`src/rtl/ialu_pkg.sv`:
```
// Shared constants for the iterative integer ALU: word width, operation codes
// and the magnitude helper. No dependencies.
`default_nettype none

package ialu_pkg;

	localparam int unsigned WORD_W   = 32;
	localparam int unsigned SIGN_BIT = WORD_W - 1;
	localparam int unsigned CNT_W    = $clog2(WORD_W);

	localparam logic [2:0] MODE_ADD = 3'd0;
	localparam logic [2:0] MODE_SUB = 3'd1;
	localparam logic [2:0] MODE_MUL = 3'd2;
	localparam logic [2:0] MODE_DIV = 3'd3;
	localparam logic [2:0] MODE_POW = 3'd4;

	typedef logic [WORD_W-1:0] word_t;

	// Magnitude of a two's complement word; the most negative value maps to 2^31 unsigned.
	function automatic word_t mag(input word_t v);
		mag = v[SIGN_BIT] ? (word_t'(0) - v) : v;
	endfunction

endpackage

`default_nettype wire

```
`src/rtl/integer_alu_iterative_mul_div_pow_top.sv`:
```
// Top level of the iterative integer ALU: control sequencer, bit-serial adder,
// restoring divider and output register. Depends on ialu_pkg and ialu_mul.
`default_nettype none

// Usage
// The input channel (in_valid, in_ready) carries one beat of mode, operand_a and
// operand_b; the output channel (out_valid, out_ready) carries one beat of
// result and divide_by_zero for every input beat, in order.
// The block works on one beat at a time. in_ready is high while the sequencer
// is idle, also when a finished result still waits in the output register.
// How each operation runs from acceptance until the result is in the output register:
//   add, subtract: one sum bit per cycle through the serial adder.
//   multiply: the shift-add multiplier runs until no set bits of operand_b remain.
//   divide: one quotient bit per cycle; a zero divisor goes straight to the finish state.
//   power: one pass for each exponent bit up to the highest set bit; in each pass two
//   shift-add multipliers run the multiply and the squaring side by side. A negative
//   exponent goes straight to the finish state.
//   unused modes: straight to the finish state.
// The next beat can be taken in the cycle after a result enters the output register.
// If the receiver stalls, the finished result waits in the sequencer until the
// output register frees, and no new beat is taken meanwhile.
// Reset clears the sequencer, the output valid flag and the data registers; only the first two need it.
module integer_alu_iterative_mul_div_pow_top (
	input  wire                   clk,
	input  wire                   arst_n,
	input  wire                   in_valid,
	output logic                  in_ready,
	input  wire  [2:0]            mode,
	input  wire ialu_pkg::word_t  operand_a,
	input  wire ialu_pkg::word_t  operand_b,
	output logic                  out_valid,
	input  wire                   out_ready,
	output ialu_pkg::word_t       result,
	output logic                  divide_by_zero
);
	import ialu_pkg::*;

	localparam logic [CNT_W-1:0] CNT_LAST = CNT_W'(WORD_W - 1);

	typedef enum logic [2:0] {
		S_IDLE,
		S_ADD,
		S_MWAIT,
		S_DIV,
		S_POW,
		S_PWAIT,
		S_FIN
	} state_t;

	state_t           state_q;
	word_t            a_q;       // addend, dividend/quotient, or power square
	word_t            b_q;       // addend, divisor, or remaining exponent
	word_t            r_q;       // sum, remainder, power product, final result
	logic             carry_q;
	logic             neg_q;
	logic             dz_q;
	logic [CNT_W-1:0] cnt_q;

	logic             out_valid_q;
	word_t            result_q;
	logic             dz_out_q;

	logic             accept;
	logic             out_free;

	// Serial adder slice.
	logic             sum_bit;
	logic             carry_next;

	// Restoring divider step.
	logic [WORD_W:0]  rem_sh;
	logic [WORD_W:0]  diff;
	logic             ge;
	word_t            q_next;
	word_t            r_next;

	// Multiplier hookup.
	logic             pow_go;
	logic             mul0_start;
	logic             mul1_start;
	word_t            mul0_x;
	word_t            mul0_y;
	word_t            mul0_p;
	word_t            mul1_p;
	logic             mul0_busy;
	logic             mul1_busy;

	assign in_ready = (state_q == S_IDLE);
	assign accept   = in_valid && in_ready;
	assign out_free = !out_valid_q || out_ready;

	assign sum_bit    = a_q[0] ^ b_q[0] ^ carry_q;
	assign carry_next = (a_q[0] & b_q[0]) | (carry_q & (a_q[0] ^ b_q[0]));

	assign rem_sh = {r_q, a_q[SIGN_BIT]};
	assign diff   = rem_sh - {1'b0, b_q};
	assign ge     = !diff[WORD_W];
	assign q_next = {a_q[WORD_W-2:0], ge};
	assign r_next = ge ? diff[WORD_W-1:0] : rem_sh[WORD_W-1:0];

	// One exponent bit per pass: acc*sq on one multiplier, sq*sq on the other.
	assign pow_go     = (state_q == S_POW) && (b_q != '0);
	assign mul0_start = (accept && (mode == MODE_MUL)) || pow_go;
	assign mul1_start = pow_go;
	assign mul0_x     = (state_q == S_IDLE) ? operand_a : r_q;
	assign mul0_y     = (state_q == S_IDLE) ? operand_b : a_q;

	ialu_mul u_mul0 (
		.clk     (clk),
		.arst_n  (arst_n),
		.start   (mul0_start),
		.x       (mul0_x),
		.y       (mul0_y),
		.product (mul0_p),
		.busy    (mul0_busy)
	);

	ialu_mul u_mul1 (
		.clk     (clk),
		.arst_n  (arst_n),
		.start   (mul1_start),
		.x       (a_q),
		.y       (a_q),
		.product (mul1_p),
		.busy    (mul1_busy)
	);

	always_ff @(posedge clk or negedge arst_n) begin
		if (!arst_n) begin
			state_q     <= S_IDLE;
			out_valid_q <= 1'b0;
			a_q         <= '0;
			b_q         <= '0;
			r_q         <= '0;
			carry_q     <= 1'b0;
			neg_q       <= 1'b0;
			dz_q        <= 1'b0;
			cnt_q       <= '0;
			result_q    <= '0;
			dz_out_q    <= 1'b0;
		end else begin
			// The finish state reloads the register itself when it frees.
			if (out_valid_q && out_ready && (state_q != S_FIN)) begin
				out_valid_q <= 1'b0;
			end
			unique case (state_q)
				S_IDLE: begin
					if (accept) begin
						dz_q  <= 1'b0;
						cnt_q <= '0;
						unique case (mode)
							MODE_ADD, MODE_SUB: begin
								a_q     <= operand_a;
								b_q     <= (mode == MODE_SUB) ? ~operand_b : operand_b;
								carry_q <= (mode == MODE_SUB);
								state_q <= S_ADD;
							end
							MODE_MUL: begin
								state_q <= S_MWAIT;
							end
							MODE_DIV: begin
								if (operand_b == '0) begin
									r_q     <= '0;
									dz_q    <= 1'b1;
									state_q <= S_FIN;
								end else begin
									neg_q   <= operand_a[SIGN_BIT] ^ operand_b[SIGN_BIT];
									a_q     <= mag(operand_a);
									b_q     <= mag(operand_b);
									r_q     <= '0;
									state_q <= S_DIV;
								end
							end
							MODE_POW: begin
								if (operand_b[SIGN_BIT]) begin
									r_q     <= word_t'(1);
									state_q <= S_FIN;
								end else begin
									r_q     <= word_t'(1);
									a_q     <= operand_a;
									b_q     <= operand_b;
									state_q <= S_POW;
								end
							end
							default: begin
								r_q     <= '0;
								state_q <= S_FIN;
							end
						endcase
					end
				end
				S_ADD: begin
					a_q     <= {1'b0, a_q[WORD_W-1:1]};
					b_q     <= {1'b0, b_q[WORD_W-1:1]};
					r_q     <= {sum_bit, r_q[WORD_W-1:1]};
					carry_q <= carry_next;
					cnt_q   <= cnt_q + 1'b1;
					if (cnt_q == CNT_LAST) begin
						state_q <= S_FIN;
					end
				end
				S_MWAIT: begin
					if (!mul0_busy) begin
						r_q     <= mul0_p;
						state_q <= S_FIN;
					end
				end
				S_DIV: begin
					a_q   <= q_next;
					r_q   <= r_next;
					cnt_q <= cnt_q + 1'b1;
					if (cnt_q == CNT_LAST) begin
						r_q     <= neg_q ? (word_t'(0) - q_next) : q_next;
						state_q <= S_FIN;
					end
				end
				S_POW: begin
					// The product register already holds the answer once the
					// exponent runs out.
					state_q <= (b_q == '0) ? S_FIN : S_PWAIT;
				end
				S_PWAIT: begin
					if (!mul0_busy && !mul1_busy) begin
						if (b_q[0]) begin
							r_q <= mul0_p;
						end
						a_q     <= mul1_p;
						b_q     <= {1'b0, b_q[WORD_W-1:1]};
						state_q <= S_POW;
					end
				end
				S_FIN: begin
					if (out_free) begin
						out_valid_q <= 1'b1;
						result_q    <= r_q;
						dz_out_q    <= dz_q;
						state_q     <= S_IDLE;
					end
				end
				default: begin
					state_q <= S_IDLE;
				end
			endcase
		end
	end

	assign out_valid      = out_valid_q;
	assign result         = result_q;
	assign divide_by_zero = dz_out_q;

	// A divide by zero always reports a zero result.
	a_dz_zero: assert property (@(posedge clk) disable iff (!arst_n)
		out_valid && divide_by_zero |-> result == '0)
		else $error("divide_by_zero set with a nonzero result");

	// Only one beat is in work at a time.
	a_one_at_a_time: assert property (@(posedge clk) disable iff (!arst_n)
		accept |=> !in_ready)
		else $error("input accepted while a beat is still in work");

	// The divider never runs with a zero divisor.
	a_div_nonzero: assert property (@(posedge clk) disable iff (!arst_n)
		state_q == S_DIV |-> b_q != '0)
		else $error("divider running with a zero divisor");

	// The power loop only ever sees a nonnegative exponent.
	a_pow_exp_pos: assert property (@(posedge clk) disable iff (!arst_n)
		(state_q == S_POW || state_q == S_PWAIT) |-> !b_q[SIGN_BIT])
		else $error("power loop with a negative exponent");

	// A result is only loaded into a free output register.
	a_no_overwrite: assert property (@(posedge clk) disable iff (!arst_n)
		out_valid && !out_ready |=> $stable(result) && $stable(divide_by_zero))
		else $error("pending result overwritten");

endmodule

`default_nettype wire

```
`src/rtl/ialu_mul.sv`:
```
// Shift-add multiplier: one multiplier bit per cycle, low word of the product.
// Depends on ialu_pkg.
`default_nettype none

module ialu_mul (
	input  wire                   clk,
	input  wire                   arst_n,
	input  wire                   start,
	input  wire ialu_pkg::word_t  x,
	input  wire ialu_pkg::word_t  y,
	output ialu_pkg::word_t       product,
	output logic                  busy
);
	import ialu_pkg::*;

	word_t acc_q;
	word_t mcand_q;
	word_t mplier_q;
	logic  busy_q;

	// The run ends as soon as no set multiplier bits remain.
	always_ff @(posedge clk or negedge arst_n) begin
		if (!arst_n) begin
			busy_q <= 1'b0;
		end else if (start) begin
			busy_q <= 1'b1;
		end else if (busy_q && (mplier_q == '0)) begin
			busy_q <= 1'b0;
		end
	end

	always_ff @(posedge clk) begin
		if (start) begin
			acc_q    <= '0;
			mcand_q  <= x;
			mplier_q <= y;
		end else if (busy_q && (mplier_q != '0)) begin
			if (mplier_q[0]) begin
				acc_q <= acc_q + mcand_q;
			end
			mcand_q  <= {mcand_q[WORD_W-2:0], 1'b0};
			mplier_q <= {1'b0, mplier_q[WORD_W-1:1]};
		end
	end

	assign product = acc_q;
	assign busy    = busy_q;

endmodule

`default_nettype wire
```
`config.mk`:
```
export PLATFORM = sky130hd
export DESIGN_NAME = integer_alu_iterative_mul_div_pow_top
export DESIGN_NICKNAME = d
export VERILOG_FILES = /design/src/rtl/ialu_pkg.sv /design/src/rtl/integer_alu_iterative_mul_div_pow_top.sv /design/src/rtl/ialu_mul.sv
export SDC_FILE = /design/constraint.sdc
export NUM_CORES = 1
export LEC_CHECK = 0
export ABC_CLOCK_PERIOD_IN_PS = 4400
export BUFFER_PORTS_ARGS = -buffer_cell sky130_fd_sc_hd__buf_2
export CAP_MARGIN = 20
export CORE_ASPECT_RATIO = 0.7
export CORE_MARGIN = 10
export CORE_UTILIZATION = 50
export CTS_CLUSTER_SIZE = 40
export DETAILED_ROUTE_END_ITERATION = 16
export GPL_TIMING_DRIVEN = 0
export PLACE_DENSITY = 0.79
export SLEW_MARGIN = 20
export SYNTH_ARGS = -nofsm -noshare
export SYNTH_HDL_FRONTEND = slang
export SYNTH_HIERARCHICAL = 1
export SYNTH_SLANG_ARGS = --single-unit
```
`constraint.sdc`:
```
create_clock -name clk -period 4.4 [get_ports clk]
set_input_delay 0.44 -clock clk [delete_from_list [all_inputs] [get_ports clk]]
set_output_delay 0.44 -clock clk [all_outputs]
set_load 0.03 [all_outputs]
```
Word level (Yosys, flattened, before mapping)
Index checks and enable logic that the tools add are counted.
{ "word_totals": {"reg_bits": 335, "in_bits": 71, "output_inout_bits": 35, "elab_cells": 163} }
{ "classes": {"addsub": 7, "eq_ne": 23, "mux": 58, "bitwise": 8, "n_reduce_logical": 48} }
{ "ops": {"columns": ["operator", "count"], "rows": [
  ["$mux W32", 28],
  ["$pmux W32 S3", 3],
  ["$pmux W32 S5", 1],
  ["$logic_not A32 Y1", 4],
  ["$pmux W32 S4", 1],
  ["$reduce_bool A32 Y1", 3],
  ["$sub A1 B32 Y32 const A", 3],
  ["$add A32 B32 Y32", 2],
  ["$pmux W32 S2", 1],
  ["$sub A33 B32 Y33", 1],
  ["$not A32 Y32", 1],
  ["$mux W3", 6],
  ["$pmux W3 S6", 1],
  ["$reduce_and A6 Y1", 3],
  ["$eq A3 B2 Y1 const B", 4],
  ["$eq A3 B3 Y1 const B", 4],
  ["$pmux W3 S4", 1],
  ["$reduce_bool A2 Y1", 6],
  ["$mux W1", 11],
  ["$logic_and A1 B1 Y1", 10],
  ["$ne A2 B2 Y1 const B", 5],
  ["$pmux W5 S2", 1],
  ["$reduce_and A2 Y1", 5],
  ["$ne A3 B3 Y1 const B", 3],
  ["other kinds (23)", 36]
]} }

Longest topological paths before layout
Gate-level depths: netlist of run 1.
{ "logic_depth": {"depth_word": 6, "depth_mapped": 22, "depth_no_buf": 20} }

Modules after synthesis
The synthesis of run 1 kept the hierarchy.
{ "by_module_without_submodules": {"columns": ["mod", "instances", "cells_each", "area_per_inst_um2", "seq_area_each_um2"], "rows": [
  ["integer_alu_iterative_mul_div_pow_top", 1, 1653, 12582.1, 3528.4],
  ["ialu_mul at u_mul1", 1, 523, 5679.2, 2587.5],
  ["ialu_mul at u_mul0", 1, 529, 5609.1, 2587.5]
]} }

Worst setup path after synthesis of run 1
OpenSTA, ideal clock, no wires.
{ "synth_timing": {"kind": "register to register", "from": "register a_q[31]", "to": "register r_q[28]", "setup_ns": 0.126, "t_arrival_ns": 4.323, "slack_ns": -0.049, "path_stages_with_launch": 22, "path_buffers": 2, "cell_sequence": "dfrtp_1 -> inv_1 -> ha_1 -> inv_1 -> fa_1 -> a211oi_1 -> o21a_1 -> a2111oi_4 -> o211ai_2 -> a211o_1 -> o21a_2 -> xnor2_4 -> inv_2 -> buf_2 -> buf_2 -> ha_1 -> nor2b_1 -> nand3_1 -> o31ai_1 -> xor2_1 -> a21oi_1 -> a221o_1"} }
{ "synth_via": {"elab_chain_cells": 6} }
{ "synth_rtl": {"columns": ["item", "line_no", "rtl"], "rows": [
  ["start, declared", "integer_alu_iterative_mul_div_pow_top.sv:51", "word_t a_q;"],
  ["start signal, assigned", "integer_alu_iterative_mul_div_pow_top.sv:153", "a_q <= operand_a;"],
  ["start signal, assigned", "integer_alu_iterative_mul_div_pow_top.sv:168", "a_q <= mag(operand_a);"],
  ["start signal, assigned", "integer_alu_iterative_mul_div_pow_top.sv:180", "a_q <= operand_a;"],
  ["$sub A33 B32 Y33 *", "integer_alu_iterative_mul_div_pow_top.sv:96", "assign diff = rem_sh - {1'b0, b_q};"],
  ["$logic_not A1 Y1", "integer_alu_iterative_mul_div_pow_top.sv:97", "assign ge = !diff[WORD_W];"],
  ["$sub A1 B32 Y32", "integer_alu_iterative_mul_div_pow_top.sv:213", "r_q <= neg_q ? (word_t'(0) - q_next) : q_next;"],
  ["$mux W32", "integer_alu_iterative_mul_div_pow_top.sv:213", null],
  ["$mux W32 *", "integer_alu_iterative_mul_div_pow_top.sv:212", "if (cnt_q == CNT_LAST) begin"],
  ["$pmux W32 S5 *", "integer_alu_iterative_mul_div_pow_top.sv:146", "unique case (state_q)"],
  ["end signal, assigned", "integer_alu_iterative_mul_div_pow_top.sv:210", "r_q <= r_next;"],
  ["end signal, assigned", "integer_alu_iterative_mul_div_pow_top.sv:213", null],
  ["end signal, assigned", "integer_alu_iterative_mul_div_pow_top.sv:225", "r_q <= mul0_p;"],
  ["end, declared", "integer_alu_iterative_mul_div_pow_top.sv:53", "word_t r_q;"]
]} }
Every way passes the cells marked *; elsewhere a longest branch is shown, timed or not.
A chain may end at the register's enable or synchronous reset.

Worst setup path in the final report of run 1
{ "layout_timing": {"from": "register r_q[4]", "to": "register r_q[10]"} }
{ "layout_via": {"elab_chain_cells": 6} }
{ "layout_rtl": {"columns": ["item", "line_no", "rtl"], "rows": [
  ["start signal, assigned", "integer_alu_iterative_mul_div_pow_top.sv:176", "r_q <= word_t'(1);"],
  ["start signal, assigned", "integer_alu_iterative_mul_div_pow_top.sv:179", "r_q <= word_t'(1);"],
  ["start signal, assigned", "integer_alu_iterative_mul_div_pow_top.sv:195", "r_q <= {sum_bit, r_q[WORD_W-1:1]};"],
  ["$sub A33 B32 Y33 *", "integer_alu_iterative_mul_div_pow_top.sv:96", null],
  ["$logic_not A1 Y1", "integer_alu_iterative_mul_div_pow_top.sv:97", null],
  ["$sub A1 B32 Y32", "integer_alu_iterative_mul_div_pow_top.sv:213", null],
  ["$mux W32", "integer_alu_iterative_mul_div_pow_top.sv:213", null],
  ["$mux W32 *", "integer_alu_iterative_mul_div_pow_top.sv:212", null],
  ["$pmux W32 S5 *", "integer_alu_iterative_mul_div_pow_top.sv:146", null]
]} }
Marked as above.

==> summary.md, run 1 <==
| Metric | Value |
|---|---|
| Antenna viol nets, final | 0 |
| Hpwl dp | ~70000 µm |
| Syn Area/Cell | between 8 and 9 µm² |
| RSZ-0062 raised after global routing | yes |
| Worst hold slack | about 260 ps |
| WL/cell | 26.5 µm |
| 1st-iter DRT viols | ~3700 |
| CTS Sinks | 335 |
| Max VDD drop | 0.460 mV |
| Rows | 66 |
| Setup Viol. Count Final | 0 |
| Post-synth top area cell | edfxtp_1 |
| Place WS | -945 ps |
| # H-tree levels | 2 |
| Final Util | roughly 57% |
| Syn Nets | between 2000 and 3000 |
| Fraction of layout cells with a size suffix above 1 | about 16% |
| Gpl congestion | about 1.0 |
| Die width | 281 µm |
| Root Driver | clkbuf_16 |
| Arrival time worst endpoint | about 4800 ps |
| Post-synth top area share | approximately 16% |
| Count leader, synth | nand2_1 |
| CTS clk-pin slew, worst paths | approximately 70 ps |
| Critical path required time | about 4900 ps |
| Cell count after synthesis | ~2700 |
| Total GRT Usage | 31.2% |
| Crit path max fanout | 6 |
| Ports | around 110 |
| Final Hold Fails | 0 |
| Final worst path period need | about 4300 ps |
| Number of global-route vias before repair | approximately 22000 |
| Synth warnings | 6 |
| Status | complete, no violations |
| Worst hold-check path type | in -> reg |
| Final slew viol count | 0 |
| CP Capture Type | flop |
| Initial antenna violation count | 3 |
| Nets@finish | 3038 |
| Final worst slack | 122 ps |
| PwrDens | slightly below 900 nW/µm² |
| Router iterations before antenna repair | 9 |
| Top cells by count, synth | 402 x nand2_1, 268 x a21oi_1, 187 x nor2_1 |
| CTS tree | yes |
| Core area | ~47000 µm² |
| Clk buf depth | 3 |
| DR vias/cell | 6.62 |
| Drt drc | 0 |
| Cell area after synthesis | around 24000 µm² |
| P&R area growth vs syn | 12.1% |
| Largest cells by area after synthesis | edfxtp_1 16%, dfrtp_1 15%, mux2_2 8.3% |
| Total power | roughly 0.024 W |
| Total CTS buffers | 37 |
| Total grt overflow | 0 |
| Placed cell count | 3425 |
| Buffers on Ports | about 110 |
| FF+latch count, synth | between 300 and 400 |
| Achievable Freq | roughly 0.23 GHz |
| DRT Wirelength | about 93000 µm |
| Max Cap Violations | 0 |
| Fin cells | around 3500 |
| First-pass GRT wire length | between 100000 and 150000 µm |
| Largest net degree at the start of global routing | 80 |
| Die area | between 50000 and 60000 µm² |
| P_leak | between 10 and 15 nW |
| Skew-Pair Late Insertion Delay | ~560 ps |
| Slew Limit Headroom | between 20 and 30% |
| Die H | about 200 µm |
| Sequential area share after synthesis | 36.5% |
| Top_reg_cell synth | dfrtp_1 |
| Number of flops mapped to enable cells by yosys | between 100 and 150 |
| Starting Density | about half |
| Async S/R FF share, synth | 42.7% |
| Worst-margin pin slew | 1080 ps |
| Vias | ~23000 |
| Synth cell types | between 100 and 150 |
| Clock skew | 26.4 ps |
| Final period util | 97.2% |
| CP Class | reg -> reg |
| Crit path launch type | flop |
==> through the flow <==
stage	cell area, µm²	TNS, ps
final	26800	0
after detailed placement	25300	-14960
after CTS	26700	0
after global placement	25200	-181100
after floorplan	23900	0
after global routing	26800	-58.1
==> critical path: stages, from the launching register on <==
cell and delay (ps):
dfrtp_1 480, ha_1 400, o211ai_1 100, o21a_2 250, a2111oi_4 420, o211ai_2 160, a211o_1 350, o21a_4 270
xnor2_4 220, clkinv_4 120, ha_4 180, nor2b_4 130, buf_4 170, a21boi_0 190, xnor2_1 120, a21oi_1 350
o21ai_0 160, o211ai_1 110
==> report_power, final <==
group | internal [W] | switching, W
registers | 0.00484 | 0.00196
logic | 0.00536 | 0.00859
clock network | 0.00175 | 0.00140
total | 0.0119 | 0.0119
==> layer usage <==
| layer | global-route usage (%) | vias up | routed length, µm |
|---|---|---|---|
| li1 | - | 10200 | - |
| met1 | 44.7 | 11200 | 39100 |
| met2 | 41.9 | 1695 | 36200 |
| met3 | 13.2 | 190 | 15000 |
| met4 | 8.01 | 2 | 2480 |
| met5 | 0 | - | 12 |
==> flip-flops by register name, summed over array words and instances, names as in the netlist <==
signal / cells
a_q: 32
b_q: 32
r_q: 32
result: 32
u_mul0/mcand_q: 32
u_mul0/mplier_q: 32
u_mul0/product: 32
u_mul1/mcand_q: 32
u_mul1/mplier_q: 32
u_mul1/product: 32
cnt_q: 5
state_q: 3
carry_q: 1
divide_by_zero: 1
dz_q: 1
neg_q: 1
out_valid: 1
u_mul0/busy: 1
u_mul1/busy: 1
==> final timing paths <==
path	startpoint	endpoint	slack, ps	cells after the start
min in group asynchronous	arst_n	b_q[26]$_DFFE_PN0P_	420	2
max	r_q[4]$_DFFE_PN0P_	r_q[10]$_DFFE_PN0P_	120	17
min	out_ready	out_valid$_DFF_PN0_	260	3
max reg2reg	r_q[4]$_DFFE_PN0P_	r_q[10]$_DFFE_PN0P_	120	17
min reg2reg	u_mul1/product[23]$_SDFFE_PP0P_	u_mul1/product[23]$_SDFFE_PP0P_	500	2
max in group asynchronous	arst_n	a_q[4]$_DFFE_PN0P_	3100	3
==> kinds of logic after synthesis <==
group                    after synthesis  synth area share (%)
AO/OA/AOI/OAI                        766                  20.6
multiplexers                         218                  10.2
buffers and inverters                250                  4.24
XOR/XNOR                             160                  5.95
AND/OR/NAND/NOR                      873                  17.0
adder cells (fa/ha/maj)              103                  5.52
flip-flops                           335                  36.5
==> layout make-up <==
class | count | area (µm²)
timing repair buffer | 123 | 726
tap | 612 | 766
multi-input combinational | 2120 | 14300
antenna | 2 | 5.00
sequential | 335 | 8710
fill | 4149 | 20100
buffer | 175 | 739
clock buffer | 51 | 1090
inverter | 72 | 275
clock inverter | 16 | 96.3
==> cells in the final DEF (no fill, tap or decap), drive strengths merged, types with 75 or more instances in the layout <==
| cell type | count |
|---|---|
| a21oi | 273 |
| buf | 163 |
| clkbuf | 185 |
| dfrtp | 143 |
| edfxtp | 128 |
| ha | 99 |
| inv | 75 |
| mux2 | 184 |
| nand2 | 402 |
| nor2 | 187 |
| o21ai | 180 |
| xor2 | 91 |
==> timing repair <==
| item | in CTS | in global routing |
|---|---|---|
| pin swaps | 7 | 12 |
| setup buffers | 6 | 8 |
| hold buffers | 1 | 0 |
| endpoints found under the setup margin | 108 | 221 |
| endpoints found under the hold margin | 64 | 0 |
| resized for setup | 32 | 20 |
(Power assumes the default switching activity.)
==> run 2: changes to the inputs <==
--- a/config.mk
+++ b/config.mk
@@ -5,7 +5,8 @@
 export SDC_FILE = /design/constraint.sdc
 export NUM_CORES = 1
 export LEC_CHECK = 0
-export ABC_CLOCK_PERIOD_IN_PS = 4400
+export ABC_AREA = 1
+export ABC_CLOCK_PERIOD_IN_PS = 4860
 export BUFFER_PORTS_ARGS = -buffer_cell sky130_fd_sc_hd__buf_2
 export CAP_MARGIN = 20
 export CORE_ASPECT_RATIO = 0.7
@@ -14,7 +15,7 @@
 export CTS_CLUSTER_SIZE = 40
 export DETAILED_ROUTE_END_ITERATION = 16
 export GPL_TIMING_DRIVEN = 0
-export PLACE_DENSITY = 0.79
+export PLACE_DENSITY = 0.77
 export SLEW_MARGIN = 20
 export SYNTH_ARGS = -nofsm -noshare
 export SYNTH_HDL_FRONTEND = slang
==> constraint.sdc (replaced) <==
create_clock -name clk -period 4.86 [get_ports clk]
set_input_delay 0.486 -clock clk [delete_from_list [all_inputs] [get_ports clk]]
set_output_delay 0.486 -clock clk [all_outputs]
set_load 0.03 [all_outputs]
==> run 2 against run 1 <==
- synthesized cell count is 49% higher
- clock skew is 3.7 ps higher
- sequential share of layout area is 2.7 points lower
- setup slack better by 120 ps
- register-to-register slack better by 120 ps
- highest routed layer unchanged
==> summary.md, run 2 <==
| Metric | Value |
|---|---|
| Busiest grt layer | met1 |
| Drt drc | 0 (unchanged) |
| Final Util | 55.8% (-1.4 points) |
| Commonest non-fill, non-tap cell in the layout | nand2_1 |
| Syn Area/Cell | 6.54 µm² (-26%) |
| Logic pwr share | 57.7% (-0.7 points) |
| Compound-Gate Fraction of Synth Area | 15.9% (-4.6 points) |
| Die area | 62600 µm² (+9.8%) |
| Commonest non-fill, non-tap cells in the layout | 1418 x nand2_1, 563 x inv_1, 300 x o21ai_0 |
| Root Driver | clkbuf_16 |
| Crit path buf inv count | 4 (+2) |
| Hold EP | state_q[2]$_DFFE_PN0P_ |
| Post-synthesis mux area share | 0.128% (-10 points) |
| Async S/R FF share, synth | 42.7% (unchanged) |
| Count leader, synth | nand2_1 |
| Top_reg_cell synth | dfrtp_1 |
| Gpl congestion | 1.04 (+4.0%) |
| Fraction of layout cells with a size suffix above 1 | 8.16% (-8.2 points) |
| Clock skew | 30.1 ps (+3.70 ps) |
| Nets@finish | 4362 (+44%) |
| Worst hold-check path type | in -> reg |
| DRT Wirelength | 111000 µm (+20%) |
| Sequential group share of total power | 28.2% (-0.3 points) |
| Initial antenna violation count | 4 (+1) |
| Achievable Freq | 0.217 GHz (-7.3%) |
| Simple-Gate Fraction of Synth Area | 32.3% (+15 points) |
| Footprint of the multi-input gates | 14900 µm² (+3.6%) |
| Status | complete, no violations |
| Area after detailed placement | 27900 µm² (+10%) |
| Ports | 106 (unchanged) |
| M1 GR Usage | 52.1% (+7.3 points) |
| Register area | 8700 µm² (about the same) |
| Max Cap Violations | 0 (unchanged) |
| Router iterations before antenna repair | 9 (unchanged) |
| Arrival time worst endpoint | 5100 ps (+350 ps) |
| Post-synth top area cell | nand2_1 |
| Antenna viol nets, final | 0 (unchanged) |
| CP max stage cell | dfrtp_2 |
| Final Hold Fails | 0 (unchanged) |
| Vias | 28900 (+24%) |
| CTS clk-pin slew, worst paths | 70 ps (about the same) |
| Buffers on Ports | 103 (-1.9%) |
| Top cells by count, synth | 1421 x nand2_1, 564 x inv_1, 302 x o21ai_0 |
| GR Util met2 | 46.2% (+4.4 points) |
| P&R area growth vs syn | 10.4% |
| P_int | 0.00941 W (-21%) |
| Place WS | -420 ps (+525 ps) |
| CTS tree | yes |
| CP Capture Type | flop |
| Sequential area share after synthesis | 32.9% (-3.5 points) |
| Number of flops mapped to enable cells by yosys | 128 (unchanged) |
| Rows | 70 (+6.1%) |
| Worst Hold Depth | 3 (unchanged) |
| Max VDD drop | 0.387 mV (-16%) |
| Cell area after synthesis | 26400 µm² (+11%) |
| Fillers | 5253 (+27%) |
| 1st-iter DRT viols | 4234 (+15%) |
| DR vias/cell | 5.89 (-11%) |
| P_leak | 14.8 nW (+31%) |
| # H-tree levels | 2 (unchanged) |
| Number of global-route vias before repair | 25600 (+19%) |
| Crit path max fanout | 8 (+2) |
| Final worst slack | 246 ps (+125 ps) |
| WL/cell | 22.7 µm (-14%) |
| Adder-Cell Fraction of Synth Area | 4.99% (-0.53 points) |
| First-pass GRT wire length | 163000 µm (+20%) |
| Die H | 212 µm (+4.7%) |
| Crit-path leading delay family | simple AND/OR/NAND/NOR gates |
| Most common cell on crit path | nand2_1 |
| Worst-margin pin slew | 1120 ps (+43.9 ps) |
| Core area | 52300 µm² (+12%) |
| Synth warnings | 6 (unchanged) |
| Final worst path period need | 4610 ps (+335 ps) |
| Fin area | 29200 µm² (+9.0%) |
| CTS Sinks | 335 (unchanged) |
| Worst r2r dst | r_q[26]$_DFFE_PN0P_ |
| Skew-Pair Late Insertion Delay | 580 ps (+20 ps) |
| Largest cells by area after synthesis | nand2_1 20%, edfxtp_1 15%, dfrtp_1 14% |
| Largest net degree at the start of global routing | 81 (+1.3%) |
| Hold Path Origin | mode[2] |
| CP Class | reg -> reg |
| R2R Setup Slk | 250 ps (+120 ps) |
| Die width | 295 µm (+4.8%) |
| Synth cell types | 64 (-38%) |
| Total grt overflow | 0 (unchanged) |
| Reg2Reg Depth | 32 (+15) |
| Final period util | 94.9% (-2.3 points) |
| Cell count after synthesis | 4039 (+49%) |
| Post-synth top area share | 20.2% (+4.1 points) |
| Final slew viol count | 0 (unchanged) |
| Sw Share | 54.2% (+4.2 points) |
| R2r startpoint | a_q[31]$_DFFE_PN0P_ |
| Grt met3 use | 9.93% (-3.3 points) |
| Slew Limit Headroom | 25.4% (-2.7 points) |
| Setup Viol. Count Final | 0 (unchanged) |
| Total GRT Usage | 34.6% (+3.4 points) |
| Crit-path max cell delay | 460 ps (-20 ps) |
| Hpwl dp | 90100 µm (+25%) |
| Crit path launch type | flop |
| Switching pwr | 0.0111 W (-7.0%) |
| PwrDens | 703 nW/µm² (-21%) |
| Clock power frac | 14.1% (+0.9 points) |
| Critical path required time | 5350 ps (+470 ps) |
| Clk buf depth | 3 (unchanged) |
| Main combinational cell family by area after synthesis | simple AND/OR/NAND/NOR gates |
| Syn Nets | 4213 (+46%) |
| Total CTS buffers | 36 (-2.7%) |
| Starting Density | 50.5% (-0.45 points) |
| XOR/XNOR Fraction of Synth Area | 2.69% (-3.3 points) |
| FF+latch count, synth | 335 (unchanged) |
run 2: tightest hold or removal path, stage by stage:
cell	delay [ps]
buf_2	140
a311oi_1	110
o22ai_1	110
run 2: area by class of cell:
type | instances | area share, %
antenna | 1 | 0.00858
buffer | 145 | 2.39
clock buffer | 52 | 3.54
clock inverter | 12 | 0.519
inverter | 588 | 7.61
multi-input combinational | 2970 | 51.0
sequential | 335 | 29.8
tap | 684 | 2.93
timing repair buffer | 112 | 2.20
run 2: cells by family (layout without fill, tap and decap cells):
kind of cell | Yosys count | after routing
buffers and inverters | 734 | 909
muxes | 3 | 3
and+or+nand+nor | 2047 | 2047
xor gates and xnor gates | 81 | 81
AOI/OAI and AO/OA | 736 | 736
DFF | 335 | 335
adders and majority gates | 103 | 103
other | 0 | 1
run 2: power groups by stage:
stage                     Combinational (W)  Sequential, W  Clock [W]
final                                0.0118        0.00580    0.00289
after global routing                 0.0129        0.00582    0.00300
after CTS                            0.0113        0.00565    0.00289
after detailed placement             0.0112        0.00569          0
after global placement               0.0111        0.00567          0
after floorplan                     0.00758        0.00521          0
run 2: per-layer routing:
layer	up-vias	wire, µm
met2	1912	42400
li1	13400	-
met4	8	3610
met5	-	68
met3	228	16700
met1	13300	48500
run 2: metrics by stage:
stage	hold WS (ps)	std cells	power, W	setup TNS (ps)
2_1_floorplan	190	4039	0.0128	0
3_3_place_gp	465	4826	0.0168	-34690
3_5_place_dp	468	4829	0.0169	-1980
4_1_cts	306	4894	0.0199	0
5_1_grt	352	4898	0.0217	-9.95
6_report	333	4899	0.0205	0
run 2: how the worst max path moves through the flow:
stage	from	to	slack [ps]	depth (start not counted)
floorplan	a_q[31]$_DFFE_PN0P_	r_q[28]$_DFFE_PN0P_	1180	32
global placement	state_q[1]$_DFFE_PN0P_	u_mul0/mcand_q[0]$_SDFFCE_PN0P_	-520	10
detailed placement	a_q[31]$_DFFE_PN0P_	r_q[30]$_DFFE_PN0P_	-420	30
CTS	a_q[31]$_DFFE_PN0P_	r_q[26]$_DFFE_PN0P_	40	33
global route	a_q[31]$_DFFE_PN0P_	r_q[26]$_DFFE_PN0P_	-10	32
finish	a_q[31]$_DFFE_PN0P_	r_q[26]$_DFFE_PN0P_	250	32
run 2: what timing repair did:
action | in CTS | in global routing
hold endpoints to repair | 63 | 0
pin swaps | 0 | 2
buffers inserted | 0 | 5
setup endpoints to repair | 8 | 9
gates resized for setup | 10 | 8
hold buffers | 1 | 0
